**config.mk**
```make
export PLATFORM = sky130hd
export DESIGN_NAME = prf_ram
export DESIGN_NICKNAME = d
export VERILOG_FILES = /design/src/hdl/prf_ram.sv
export SDC_FILE = /design/constraint.sdc
export NUM_CORES = 2
export LEC_CHECK = 0
export BUFFER_PORTS_ARGS = -buffer_cell sky130_fd_sc_hd__buf_2
export CAP_MARGIN = 20
export CORE_MARGIN = 2
export CORE_UTILIZATION = 56
export DETAILED_ROUTE_END_ITERATION = 10
export HOLD_SLACK_MARGIN = 0.12
export PLACE_DENSITY = 0.81
export RECOVER_POWER = 100
export SLEW_MARGIN = 20
export SYNTH_ARGS = -nofsm -noshare
export SYNTH_HDL_FRONTEND = slang
export SYNTH_SLANG_ARGS = --single-unit
```
**constraint.sdc**
```tcl
create_clock -name clk -period 4.95 [get_ports clk]
set_input_delay 0.99 -clock clk [delete_from_list [all_inputs] [get_ports clk]]
set_output_delay 0.99 -clock clk [all_outputs]
set_load 0.005 [all_outputs]
```
**src/hdl/prf_ram.sv**
```systemverilog
// Generic single-port-write, single-port-read RAM with registered read data.
// No dependencies.
module prf_ram #(
    parameter int WIDTH  = 32,
    parameter int DEPTH  = 64,
    parameter int ADDR_W = (DEPTH > 1) ? $clog2(DEPTH) : 1
) (
    input  logic              clk,
    input  logic              wr_en,
    input  logic [ADDR_W-1:0] wr_addr,
    input  logic [WIDTH-1:0]  wr_data,
    input  logic              rd_en,
    input  logic [ADDR_W-1:0] rd_addr,
    output logic [WIDTH-1:0]  rd_data
);

    logic [WIDTH-1:0] mem [DEPTH];

    always_ff @(posedge clk)
    begin
        if (wr_en)
        begin
            mem[wr_addr] <= wr_data;
        end
        if (rd_en)
        begin
            rd_data <= mem[rd_addr];
        end
    end

endmodule

```
# Yosys cells after proc, flatten, opt, wreduce, memory -nomap -nowiden
# Memory sizes are Yosys's and may differ from the RTL's. A register that Yosys moved wholly into a read port is not among the register bits.
# Index checks and enable logic that the tools add are counted.
word_totals:
  regBits: 0
  mem_bits_rw: 2048
  in_bits: 47
  out_inout_bits: 32
  elab_cells: 3
  n_memories: 1
classes:
  muxes: 2
mem_list:
  columns: ["memory", "depth", "width", "read_ports", "rd_clocked_by_memory_dff", "write_ports", "line", "text"]
  rows:
  - ["mem", 64, 32, 1, 1, 1, "17", "logic [WIDTH-1:0] mem [DEPTH];"]
ops:
  columns: ["op", "n"]
  rows:
  - ["1-bit 2-to-1 mux", 2]

# Logic depth before layout (Yosys ltp)
depth:
  word_depth: 2
  depth_mapped: 10
  depth_no_buf: 5

# Least setup slack after synthesis
# No wires, ideal clock.
synth_timing:
  kind: "input port to flip-flop"
  startpoint: "input port wr_addr[3]"
  endpoint: "memory mem[48][0] (enable)"
  setup_time_ns: 0.461
  arrival_ns: 3.689
  required_ns: 4.489
  slack_ns: 0.800
  stages: 4
  n_path_buf: 1
  path_cell_list: "clkbuf_1 nor2b_1 nand4b_1 nor3_1"
synth_lines:
  columns: ["item", "line", "text"]
  rows:
  - ["start, declared", "10", "input logic [ADDR_W-1:0] wr_addr,"]
  - ["end, declared", "17", null]
# No word-level cell before the write port.

# Worst setup path in the final report
layout_timing:
  startpoint: "input port wr_addr[1]"
  endpoint: "memory mem[57][22] (enable)"
# No word-level cell before the write port.

==> run summary <==
outcome: complete, but fails checks
failing checks: capacitance limit, slew limit
1st-iter DRT viols: 6566
# IOs: 79
first-pass GRT wire length: 300 mm
Worst Hold Slack: 713 ps
Layout area overhead: 11.8%
Starting Density: 56.4%
CTS tree: yes
Final Cycle Share: 91.0%
Yosys Warn Count: 0
Reg clk slew, reported paths: 60 ps
Critical Path End Type: flip-flop
#FFs+latches synth: 2080
Clock Sinks: 2080
PostCTS Resize Cnt: 0
Placer Congestion: 0.896
worst vdd ir: 0.000283 V
syn_area_per_cell: 23.7 um^2
Final Hold Viols: 0
synthesized cell area: 78800 um^2
CP startpoint kind: input pin
num rows: 137
post-cts hold buffer count: 0
hpwl dp: 115 mm
min Tclk post-route: 4500 ps
Core ar.: 140000 um^2
PwrDens: 406 nW/um^2
commonest non-fill, non-tap cell in the layout: edfxtp_1
Worst EP required: 5330 ps
CP max FO: 27
DR pass1 iterations: 6
CP peak stage delay: 1760 ps
wire per inst: 38.0 um
max cap viols: 97
vias in the first global route: 40100
Slew headroom: -141%
Die Y: 379 um
antenna violations before repair: 22
All-Layer GR Usage: 30.3%
# Post-CTS Setup Buffers: 0
RSZ-0062 raised after global routing: no
CTS Buf Count: 189
syn_nets: 3371
DRC violation count after routing: 0
crit path kind: input pin to flip-flop
Final Max Tran Viols: 3723
Mapped Cells: 3324
htree depth: 4
Hold WC Path Type: input pin to flip-flop
remaining global-route overflow: 0
Detail Route Antenna Nets: 0
sequential fraction of the synthesis area: 79.2%
worst-margin pin slew: 3610 ps
clock skew: 47.9 ps
final setup violation count: 0
Die Area: 144000 um^2
Fmax achieved: 222 MHz
Worst path slowest cell: clkbuf_1
nets: 3641
Longest Clk Path Bufs: 3
Worst Hold Depth: 2
Distinct cells, synth: 33
share of cells above drive strength 1: 25.9%
most frequent cells in the layout: edfxtp_1 (2080), mux4_2 (544), clkbuf_16 (191)
Vias: 39400
Pleak: 27.1 nW
Die X: 379 um
Via density: 7.00
cells along the critical path: clkbuf_1 -> nor2_1 -> nand3_1 -> nor2_1 -> clkbuf_1
Data arrival, critical path: 4880 ps
aggregate routed wire length: 214 mm
FF-to-FF path depth: 4
largest net degree at the start of global routing: 65
fillcell total: 8646
Clock Latency Late Sink: 850 ps
Port-buffer cells: 78
clock root buffer: clkbuf_16
Sum Neg Setup Slack: 0 ps
layer usage:
layer	track usage, %	wire length, um
met1	38.1	67600
met2	47.5	102000
met3	9.12	29700
met4	17.3	14500
met5	0	204
flip-flops by register name, indices dropped and copies added, names as in the netlist:
signal	count
mem	2048
rd_data	32
path summary, 6_finish.rpt:
check,from,endpoint,slack (ps)
max reg2reg,mem[16][22],rd_data[22],2150
min reg2reg,mem[13][17],rd_data[17],870
max,wr_addr[1],mem[57][22],450
min,wr_addr[2],mem[49][20],710
Yosys cell counts, drive strengths merged:
| library cell | count | share of area (%) |
|---|---|---|
| o221ai | 27 | 0.30 |
| a41o | 4 | 0.051 |
| nor3 | 7 | 0.044 |
| edfxtp | 2080 | 79 |
| o22ai | 84 | 0.67 |
| nand3 | 5 | 0.032 |
| o32ai | 4 | 0.044 |
| a21oi | 62 | 0.39 |
| and3 | 4 | 0.032 |
| mux4 | 544 | 16 |
| nand2b | 8 | 0.063 |
| or2 | 3 | 0.024 |
| nor2 | 137 | 0.65 |
| nor2b | 15 | 0.12 |
| nand4b | 1 | 0.011 |
| or3b | 5 | 0.056 |
| nand3b | 5 | 0.048 |
| mux2i | 93 | 1.2 |
| or3 | 3 | 0.024 |
| a31oi | 1 | 0.0079 |
| a311oi | 8 | 0.089 |
| clkbuf | 74 | 0.35 |
| nand2 | 26 | 0.12 |
| and2 | 2 | 0.016 |
| buf | 108 | 0.77 |
| a22oi | 12 | 0.11 |
| nand4 | 2 | 0.016 |
metrics by stage:
step	instance area [um^2]	cells	power, W	utilization [%]	setup WS (ps)
2_1_floorplan	78800	3324	0.0209	-	800
3_3_place_gp	82900	5278	0.0218	59.3	582
3_5_place_dp	82900	5279	0.0218	59.3	526
4_1_cts	88800	5624	0.0358	63.6	1330
5_1_grt	88100	5624	0.0365	63.1	516
6_report	88200	5634	0.0358	63.1	447
where the power goes:
part / switching (W) / internal [W]
Sequential: 0.0000970 / 0.0196
Clock: 0.00645 / 0.00776
Combinational: 0.00123 / 0.000645
Total: 0.00778 / 0.0280
final cells by class:
class                   count  area, um^2  area share [%]
diodes                     10        25.0          0.0284
clock buffers             221        4890            5.55
clock inverters           124        1020            1.15
multi-input cells        1062       15800            17.9
flip-flops and latches   2080       62500            70.9
well taps                1876        2350            2.66
repair buffers            261        1640            1.86
worst max-delay path: cells and delay by family:
kind	cells	cell delay, ps
AND/OR/NAND/NOR	3	1790
buffers and inverters	2	2050
cells by family (layout without fill, tap and decap cells):
kind of cell	count (synthesis)	in the layout	share of synthesized area, %
AO/OA/AOI/OAI	202	202	1.67
buffers and inverters	182	606	1.12
flip-flops	2080	2080	79.2
multiplexers	637	637	16.7
other	0	10	0
AND/OR/NAND/NOR	223	223	1.26
No activity file was read; power rests on OpenSTA's default activity.
