[config.mk]
export PLATFORM = sky130hd
export DESIGN_NAME = prf_rule_match
export DESIGN_NICKNAME = d
export VERILOG_FILES = /design/src/hdl/prf_pkg.sv /design/src/hdl/prf_rule_match.sv
export SDC_FILE = /design/constraint.sdc
export NUM_CORES = 1
export LEC_CHECK = 0
export ABC_AREA = 1
export BUFFER_PORTS_ARGS = -buffer_cell sky130_fd_sc_hd__buf_4
export CAP_MARGIN = 20
export CELL_PAD_IN_SITES_DETAIL_PLACEMENT = 2
export CELL_PAD_IN_SITES_GLOBAL_PLACEMENT = 2
export CORE_MARGIN = 2
export CORE_UTILIZATION = 18
export DETAILED_ROUTE_END_ITERATION = 10
export PLACE_DENSITY = 0.79
export SLEW_MARGIN = 0
export SYNTH_ARGS = -nofsm -noshare
export SYNTH_HDL_FRONTEND = slang
export SYNTH_SLANG_ARGS = --single-unit
[constraint.sdc]
create_clock -name vclk -period 1.4
set_clock_uncertainty 0.05 [all_clocks]
set_input_delay 0.14 -clock vclk [all_inputs]
set_output_delay 0.14 -clock vclk [all_outputs]
set_load 0.02 [all_outputs]
[src/hdl/prf_pkg.sv]
// Package for the first-match packet rule classifier.
// Holds the beat types, rule entry layout and protocol constants.
// No dependencies.
package prf_pkg;

    typedef struct packed {
        logic        func;
        logic [5:0]  rule_index;
        logic [2:0]  word_select;
        logic [31:0] word_value;
        logic [31:0] src_addr;
        logic [31:0] dst_addr;
        logic [7:0]  ip_protocol;
        logic [15:0] src_port;
        logic [15:0] dst_port;
        logic        traffic_direction;
        logic        has_payload;
    } hdr_t;

    typedef struct packed {
        logic [1:0] verdict;
        logic [1:0] queue_number;
        logic       rule_hit;
        logic [5:0] hit_index;
    } res_t;

    typedef struct packed {
        logic [8:0]  control;
        logic [31:0] src_low;
        logic [31:0] src_high;
        logic [31:0] dst_low;
        logic [31:0] dst_high;
        logic [31:0] sport_range;
        logic [31:0] dport_range;
    } rule_t;

    localparam int RULE_W = $bits(rule_t);

    localparam logic FUNC_CLASSIFY = 1'b0;
    localparam logic FUNC_WRITE    = 1'b1;

    localparam logic [2:0] WSEL_CTRL     = 3'd0;
    localparam logic [2:0] WSEL_SRC_LOW  = 3'd1;
    localparam logic [2:0] WSEL_SRC_HIGH = 3'd2;
    localparam logic [2:0] WSEL_DST_LOW  = 3'd3;
    localparam logic [2:0] WSEL_DST_HIGH = 3'd4;
    localparam logic [2:0] WSEL_SPORT    = 3'd5;
    localparam logic [2:0] WSEL_DPORT    = 3'd6;
    localparam logic [2:0] WSEL_UNUSED   = 3'd7;

    localparam int CTL_ACTION    = 0;
    localparam int CTL_DIR_IN    = 1;
    localparam int CTL_DIR_OUT   = 2;
    localparam int CTL_TCP       = 3;
    localparam int CTL_UDP       = 4;
    localparam int CTL_ANY_SRC   = 5;
    localparam int CTL_ANY_DST   = 6;
    localparam int CTL_ANY_SPORT = 7;
    localparam int CTL_ANY_DPORT = 8;

    localparam logic [1:0] VERDICT_ACCEPT = 2'd0;
    localparam logic [1:0] VERDICT_DROP   = 2'd1;
    localparam logic [1:0] VERDICT_QUEUE  = 2'd2;

    localparam logic [1:0] QUEUE_NONE = 2'd0;
    localparam logic [1:0] QUEUE_WEB  = 2'd1;
    localparam logic [1:0] QUEUE_NAME = 2'd2;

    localparam logic [7:0]  PROTO_TCP     = 8'd6;
    localparam logic [7:0]  PROTO_UDP     = 8'd17;
    localparam logic [31:0] LOOPBACK_ADDR = 32'h7F00_0001;
    localparam logic [15:0] WEB_PORT      = 16'd80;
    localparam logic [15:0] NAME_PORT     = 16'd53;

endpackage

[src/hdl/prf_rule_match.sv]
// Match test of one rule entry against one packet header.
// Depends on prf_pkg.
module prf_rule_match (
    input  prf_pkg::hdr_t  hdr,
    input  prf_pkg::rule_t rule,
    output logic           hit
);
    import prf_pkg::*;

    logic dir_ok;
    logic proto_ok;
    logic src_ok;
    logic dst_ok;
    logic sport_ok;
    logic dport_ok;

    always_comb
    begin
        dir_ok   = hdr.traffic_direction ? rule.control[CTL_DIR_OUT]
                                         : rule.control[CTL_DIR_IN];
        proto_ok = ((hdr.ip_protocol != PROTO_TCP) || rule.control[CTL_TCP])
                && ((hdr.ip_protocol != PROTO_UDP) || rule.control[CTL_UDP]);
        src_ok   = rule.control[CTL_ANY_SRC]
                || ((hdr.src_addr >= rule.src_low) && (hdr.src_addr <= rule.src_high));
        dst_ok   = rule.control[CTL_ANY_DST]
                || ((hdr.dst_addr >= rule.dst_low) && (hdr.dst_addr <= rule.dst_high));
        sport_ok = rule.control[CTL_ANY_SPORT]
                || ((hdr.src_port >= rule.sport_range[31:16])
                    && (hdr.src_port <= rule.sport_range[15:0]));
        dport_ok = rule.control[CTL_ANY_DPORT]
                || ((hdr.dst_port >= rule.dport_range[31:16])
                    && (hdr.dst_port <= rule.dport_range[15:0]));
        hit      = dir_ok && proto_ok && src_ok && dst_ok && sport_ok && dport_ok;
    end

endmodule

* Word-level counts from Yosys, hierarchy flattened
Index checks and enable logic that the tools add are counted.
** Storage, ports and cells
- Memories :: 0
- Bits in latches :: 0
- Register bits after elaboration :: 0
- Word-level logic and storage cells :: 27
- RAM bits :: 0
- Bits in read-only memories :: 0
** Operators by class
- Mux-type cells :: 1
- Div/mod/pow operators :: 0
- Bitwise operators :: 0
- Equal/unequal tests :: 2
- Order comparisons :: 8
- Multipliers :: 0
- Reduce and logical (&&, ||, !) cells :: 16
- $add $sub $neg :: 0
- Shifts and indexed selects :: 0
** Operators by type and width (count)
- 32-bit greater-or-equal comparator :: 2
- 32-bit less-or-equal comparator :: 2
- 16-bit greater-or-equal comparator :: 2
- 16-bit less-or-equal comparator :: 2
- 1-bit logical AND :: 10
- 8-bit by 3-bit != test with 1-bit output (second input constant) :: 1
- 8-bit by 5-bit != test with 1-bit output (second input constant) :: 1
- 1-bit logical OR :: 6
- 1-bit two-way mux :: 1

* Longest topological paths before layout
Gate-level depths: netlist of the first run.
- Depth in word-level cells :: 8
- Mapped depth :: 18
- Gate-level depth less buffers :: 18

* Least setup slack after synthesis of the first run
No wires, ideal clock.
- Path kind :: input port to output port
- Start :: input port rule[127] (netlist name)
- End :: output port hit
- Data required time :: 1.210 ns
- Arrival :: 1.440 ns
- Path buffers :: 0
- Path slack :: -0.230 ns
- Cell stages on the path :: 12
- Cell sequence :: inv_1 ha_1 nand2_2 nor2_4 nand4_2 nor2_2 nand4_1 nand3_1 nand2_1 nand2_1 nand4_1 nor2_1
** On the way
- Longest elaborated chain between the ends :: 6
** RTL lines
- start, declared :: line prf_rule_match.sv:5 : input prf_pkg::rule_t rule,
- 32-bit greater-or-equal comparator :: line prf_rule_match.sv:26 : || ((hdr.dst_addr >= rule.dst_low) && (hdr.dst_addr <= rule.dst_high));
- 1-bit logical AND :: line prf_rule_match.sv:26
- 1-bit logical OR :: line prf_rule_match.sv:26
- 1-bit logical AND (3 in a row) :: line prf_rule_match.sv:33 : hit = dir_ok && proto_ok && src_ok && dst_ok && sport_ok && dport_ok;
- end, declared :: line prf_rule_match.sv:6 : output logic hit
Every way passes these cells.

* Final worst setup path of the first run
- Start :: input port hdr[85] (netlist name)
- End :: output port hit
** On the way
- Longest elaborated chain between the ends :: 7
- Elaborated cells between the ends (all ways) :: 8
- Those cells by class :: order compare (2); reduce/logical (6)
** RTL lines
- start, declared :: line prf_rule_match.sv:4 : input prf_pkg::hdr_t hdr,
- 32-bit greater-or-equal comparator / 32-bit less-or-equal comparator (equally long branches) :: line prf_rule_match.sv:24 : || ((hdr.src_addr >= rule.src_low) && (hdr.src_addr <= rule.src_high));
- 1-bit logical AND (*) :: line prf_rule_match.sv:24
- 1-bit logical OR (*) :: line prf_rule_match.sv:24
- 1-bit logical AND (*) (4 in a row) :: line prf_rule_match.sv:33
Mark *: on every way between the ends. The rest lies on a longest branch, timed or not.

==> metrics.md, run 1 <==
| Metric | Value |
|---|---|
| # nets final | `1,699` |
| Cell Area, Synth | `5096 sq um` |
| CLK BUF | `0` |
| Largest area contributor in the netlist | `ha_1` |
| Fin crit share | `1.404` |
| Ys Warns | `0` |
| Fin. Hold Viols | `0` |
| Worst slew margin relative to its limit | `0.7518` |
| Antenna-violating nets left | `0` |
| Yosys cell types | `29` |
| Most frequent cells in the layout | `buf_4 (324), inv_1 (203), ha_1 (161)` |
| WP data arrival | `1.78 ns` |
| Chip height | `172.3 um` |
| Pwr Total | `2.476 mW` |
| Type of origin of the critical path | `input port` |
| DRC viols | `0` |
| Core Area | `27,860 sq um` |
| RSZ-0062 raised after global routing | `yes` |
| Worst Path Max Fanout | `3` |
| WHS | `0.6041 ns` |
| HPWL Detailed | `21,420 um` |
| DIE WIDTH | `172.3 um` |
| Vias in the first global route | `7,042` |
| Area of the die | `29,670 sq um` |
| Final min period | `1.965 ns` |
| Vias/cell | `4.209` |
| First-pass GRT wire length | `33,910 um` |
| WHS Path Cells | `4` |
| Setup ws final | `-0.5654 ns` |
| CTS hold repair buffers | `0` |
| Worst path top cell family by delay | `simple AND/OR/NAND/NOR gates` |
| Post-synthesis net count | `1,356` |
| DR pass1 iterations | `3` |
| Cell breakdown of the critical path | `buf_4, ha_1, a21oi_1, nand2_1, a21oi_1, nand2_1, nand2_1, nand2_1, nand2_2, nand2_2, nand2_2, nand4_1, nor2_4, buf_6` |
| Yosys top cell area share | `0.4714` |
| Worst Setup Path Type | `in2out` |
| WP data required | `1.21 ns` |
| Synth top area cells | `ha_1 (47%), inv_1 (16%), nand2_1 (12%), a21oi_1 (8.6%), nor2_1 (4.0%)` |
| Placed cells | `1,530` |
| Syn Inst Count | `815` |
| Setup crit end | `hit` |
| Pin count of the biggest net entering global routing | `4` |
| Gpl congestion | `0.8095` |
| Layout cell share with drive strength beyond 1 | `0.3832` |
| Final WL | `23,230 um` |
| CP peak stage delay | `0.33 ns` |
| Port Buffers | `306` |
| Fin. max-slew vios | `0` |
| Crit path capture type | `primary output` |
| Crit path depth | `14` |
| Final Setup Violations | `1` |
| Pleak | `5.135 nW` |
| Detailed-route via count | `6,456` |
| Hold Crit Class | `in2out` |
| Worst slack, placed | `-0.7126 ns` |
| Ports | `350` |
| Max VDD drop | `0.08844 mV` |
| Storage element area | `0 sq um` |
| Syn Area/Cell | `6.253 sq um` |
| Commonest non-fill, non-tap cell in the layout | `buf_4` |
| Seq Cell Count | `0` |
| Number of fill cells | `3,419` |
| CP max-delay cell | `ha_1` |
| Cell Rows | `61` |
| All-Layer GR Usage | `0.1434` |
| Initial antenna violation count | `0` |
| GR Overflow Total | `0` |
| Synth-to-Final Area Change | `71.77%` |
| Non-Filler Instances | `1,534` |
| Status | `complete, but fails checks` |
| DR iter-0 viols | `70` |
| CP Buf/Inv Count | `2` |
| Post-synthesis sequential area ratio | `0` |
| Top cell by count, worst path | `nand2_1` |
| Crit path from | `hdr[85]` |
| Max cap viols | `0` |
| Cell area power density | `282.9 nW/um^2` |
| Starting density of the core | `0.1829` |
| Slew @ Worst Pin | `0.3683 ns` |
| Failing checks | `negative setup slack` |
| Antenna cell count | `0` |
| Fin util | `0.3142` |
| Wirelength per Cell | `15.14 um` |
| Fmax | `508.8 MHz` |
worst min-delay path by stage:
stage                          from  end  slack, ns
final                     rule[199]  hit       0.60
after global routing      rule[199]  hit       0.61
after global placement    rule[199]  hit       0.62
after CTS                 rule[199]  hit       0.58
after detailed placement  rule[199]  hit       0.62
after floorplan           rule[199]  hit       0.43
layer usage:
metal	global-route usage	share of wire	vias up
met5	0	0	-
met3	0.02243	0.053	16
met2	0.2932	0.55	143
met4	0.01754	0.015	0
met1	0.1568	0.38	3004
li1	-	-	3293
cell type report:
cell class | instances | area (sq um) | area share
multi-input combinational | 590 | 4788 | 0.5470
timing repair buffer | 341 | 2635 | 0.3010
inverter | 225 | 857.1 | 0.09791
tap | 378 | 473.0 | 0.05403
per-stage QoR:
| step | setup TNS (ns) | instance area (sq um) |
|---|---|---|
| global placement | -0.7021 | 8107 |
| CTS | -0.6478 | 8283 |
| global route | -0.7215 | 8753 |
| floorplan | -0.1516 | 5104 |
| finish | -0.5654 | 8753 |
| detailed placement | -0.7126 | 8107 |
timing repair:
action,CTS,global route
pin swaps,19,41
buffers inserted,1,3
resized for setup,37,76
endpoints found under the setup margin,1,1
logic make-up (layout without fill, tap and decap cells):
logic type                 after synthesis  after routing  share of synthesized area
AOI/OAI and AO/OA                      132            132                     0.1395
adders and majority gates              192            192                     0.4714
buffers and inverters                  225            566                     0.1657
muxes                                    1              1                   0.001964
and+or+nand+nor                        265            265                     0.2215
Yosys cell counts:
cell type,count
inv_1,217
ha_1,192
nand2_1,167
a21oi_1,88
nor2_1,54
nand3_1,15
o21ai_0,13
nand4_1,12
o21ai_1,11
inv_2,7
o21a_1,7
nand2_2,4
nor3_1,4
o21bai_1,4
o211ai_1,3
a211oi_1,2
a21o_1,2
nor2_4,2
a31o_2,1
a31oi_1,1
clkinv_1,1
mux2i_1,1
nand4_2,1
nor2_2,1
nor3_2,1
nor3b_2,1
nor4_1,1
nor4_2,1
nor4_4,1
where the power goes:
group / leakage [nW] / internal (mW) / switching (mW)
clock network: 0 / 0 / 0
logic: 5.13 / 1.33 / 1.14
registers: 0 / 0 / 0
No activity file was read; power rests on OpenSTA's default activity.
==> run 2, diff against run 1 <==
--- a/config.mk
+++ b/config.mk
@@ -8,12 +8,13 @@
 export ABC_AREA = 1
 export BUFFER_PORTS_ARGS = -buffer_cell sky130_fd_sc_hd__buf_4
 export CAP_MARGIN = 20
-export CELL_PAD_IN_SITES_DETAIL_PLACEMENT = 2
+export CELL_PAD_IN_SITES_DETAIL_PLACEMENT = 1
 export CELL_PAD_IN_SITES_GLOBAL_PLACEMENT = 2
 export CORE_MARGIN = 2
 export CORE_UTILIZATION = 18
 export DETAILED_ROUTE_END_ITERATION = 10
 export PLACE_DENSITY = 0.79
+export RECOVER_POWER = 50
 export SLEW_MARGIN = 0
 export SYNTH_ARGS = -nofsm -noshare
 export SYNTH_HDL_FRONTEND = slang
==> run 2 against run 1 <==
  * The run still ends with negative setup slack left
  * Critical path type unchanged
  * Sequential share of layout area unchanged
  * Die area unchanged
  * Maximum frequency up 2.5%
  * Critical path depth up 2
  * First-iteration DRC count up 5.7%
  * Total power down 4.4%
  * Utilization down 0.55 points
  * Non-clock buffer count down 3
  * Sequential cell count unchanged
  * Cell count down 0.20%
==> metrics.md, run 2 (same netlist as run 1, synthesis figures left out) <==
| Metric | Value |
|---|---|
| Final Setup Violations | `1` |
| CP peak stage delay | `0.29 ns` |
| Worst slew margin relative to its limit | `0.7749` |
| DRC viols | `0` |
| Pleak | `5.143 nW` |
| Layout cell share with drive strength beyond 1 | `0.3695` |
| Fin. Hold Viols | `0` |
| Synth-to-Final Area Change | `68.77%` |
| Setup ws final | `-0.5170 ns` |
| Gpl congestion | `0.8095` |
| HPWL Detailed | `19,400 um` |
| Failing checks | `negative setup slack` |
| DR pass1 iterations | `4` |
| Port Buffers | `306` |
| Pin count of the biggest net entering global routing | `4` |
| Placed cells | `1,530` |
| Storage element area | `0 sq um` |
| Slew @ Worst Pin | `0.3356 ns` |
| Seq Cell Count | `0` |
| CP max-delay cell | `ha_1` |
| WP data arrival | `1.73 ns` |
| Vias/cell | `4.085` |
| Status | `complete, but fails checks` |
| Starting density of the core | `0.1829` |
| Setup_tns | `-0.5170 ns` |
| Commonest non-fill, non-tap cell in the layout | `buf_4` |
| Vias in the first global route | `6,697` |
| Fmax | `521.7 MHz` |
| WHS | `0.5705 ns` |
| Cell area power density | `275.2 nW/um^2` |
| Cell breakdown of the critical path | `buf_4, ha_1, nand2_1, inv_1, nor2_1, o21ai_1, a21oi_1, buf_4, nand2_1, nand2_1, nand3_1, nand2_2, nand2_2, nand4_1, nor2_4, buf_6` |
| GR Overflow Total | `0` |
| Worst Setup Path Type | `in2out` |
| Non-Filler Instances | `1,531` |
| Type of origin of the critical path | `input port` |
| Wirelength per Cell | `13.28 um` |
| Ports | `350` |
| CLK BUF | `0` |
| Cell Rows | `61` |
| Fin crit share | `1.369` |
| Final WL | `20,340 um` |
| Max VDD drop | `0.08697 mV` |
| Worst slack, placed | `-0.6855 ns` |
| DR iter-0 viols | `74` |
| Detailed-route via count | `6,254` |
| # nets final | `1,696` |
| WP data required | `1.21 ns` |
| Max cap viols | `0` |
| Initial antenna violation count | `0` |
| Hold Crit Class | `in2out` |
| Worst path top cell family by delay | `simple AND/OR/NAND/NOR gates` |
| Crit path capture type | `primary output` |
| Worst Path Max Fanout | `2` |
| Core Area | `27,860 sq um` |
| DIE WIDTH | `172.3 um` |
| Fin. max-slew vios | `0` |
| Chip height | `172.3 um` |
| Pwr Total | `2.367 mW` |
| Top cell by count, worst path | `nand2_1` |
| Most frequent cells in the layout | `buf_4 (322), inv_1 (206), ha_1 (172)` |
| RSZ-0062 raised after global routing | `yes` |
| Final min period | `1.917 ns` |
| Antenna-violating nets left | `0` |
| Antenna cell count | `0` |
| All-Layer GR Usage | `0.1306` |
| CP Buf/Inv Count | `4` |
| First-pass GRT wire length | `31,370 um` |
| Area of the die | `29,670 sq um` |
## run 2: stage by stage
stage / area, sq um / utilization
4_1_cts: 8290 / 0.2976
5_1_grt: 8601 / 0.3087
3_3_place_gp: 8107 / 0.2910
3_5_place_dp: 8107 / 0.2910
2_1_floorplan: 5104 / -
6_report: 8601 / 0.3087
## run 2: power breakdown
| group | switching [mW] | internal (mW) | total (mW) |
|---|---|---|---|
| sequential | 0 | 0 | 0 |
| combinational | 1.08 | 1.29 | 2.37 |
| clock | 0 | 0 | 0 |
| total | 1.08 | 1.29 | 2.37 |
## run 2: area by class of cell
type	instances	area, sq um
Fill cell	3554	19260
Inverter	225	854.6
Multi-Input combinational cell	590	4668
Tap cell	378	473.0
Timing Repair Buffer	338	2605
## run 2: path summary, 6_finish.rpt
check  startpoint  end  slack (ns)  cells past startpoint
min     rule[199]  hit        0.57                      4
max       hdr[51]  hit       -0.52                     16
## run 2: timing repair
action,in CTS,in global routing
pin swaps,18,27
hold buffers,0,0
endpoints found under the setup margin,1,1
resized for setup,36,64
buffers inserted,0,1
## run 2: routing by layer
metal	part of all wire	GRT usage	vias to the layer above
li1	-	-	3286
met1	0.42	0.1543	2814
met2	0.52	0.2583	144
met3	0.051	0.01785	10
met4	0.0092	0.008038	0
met5	0	0	-
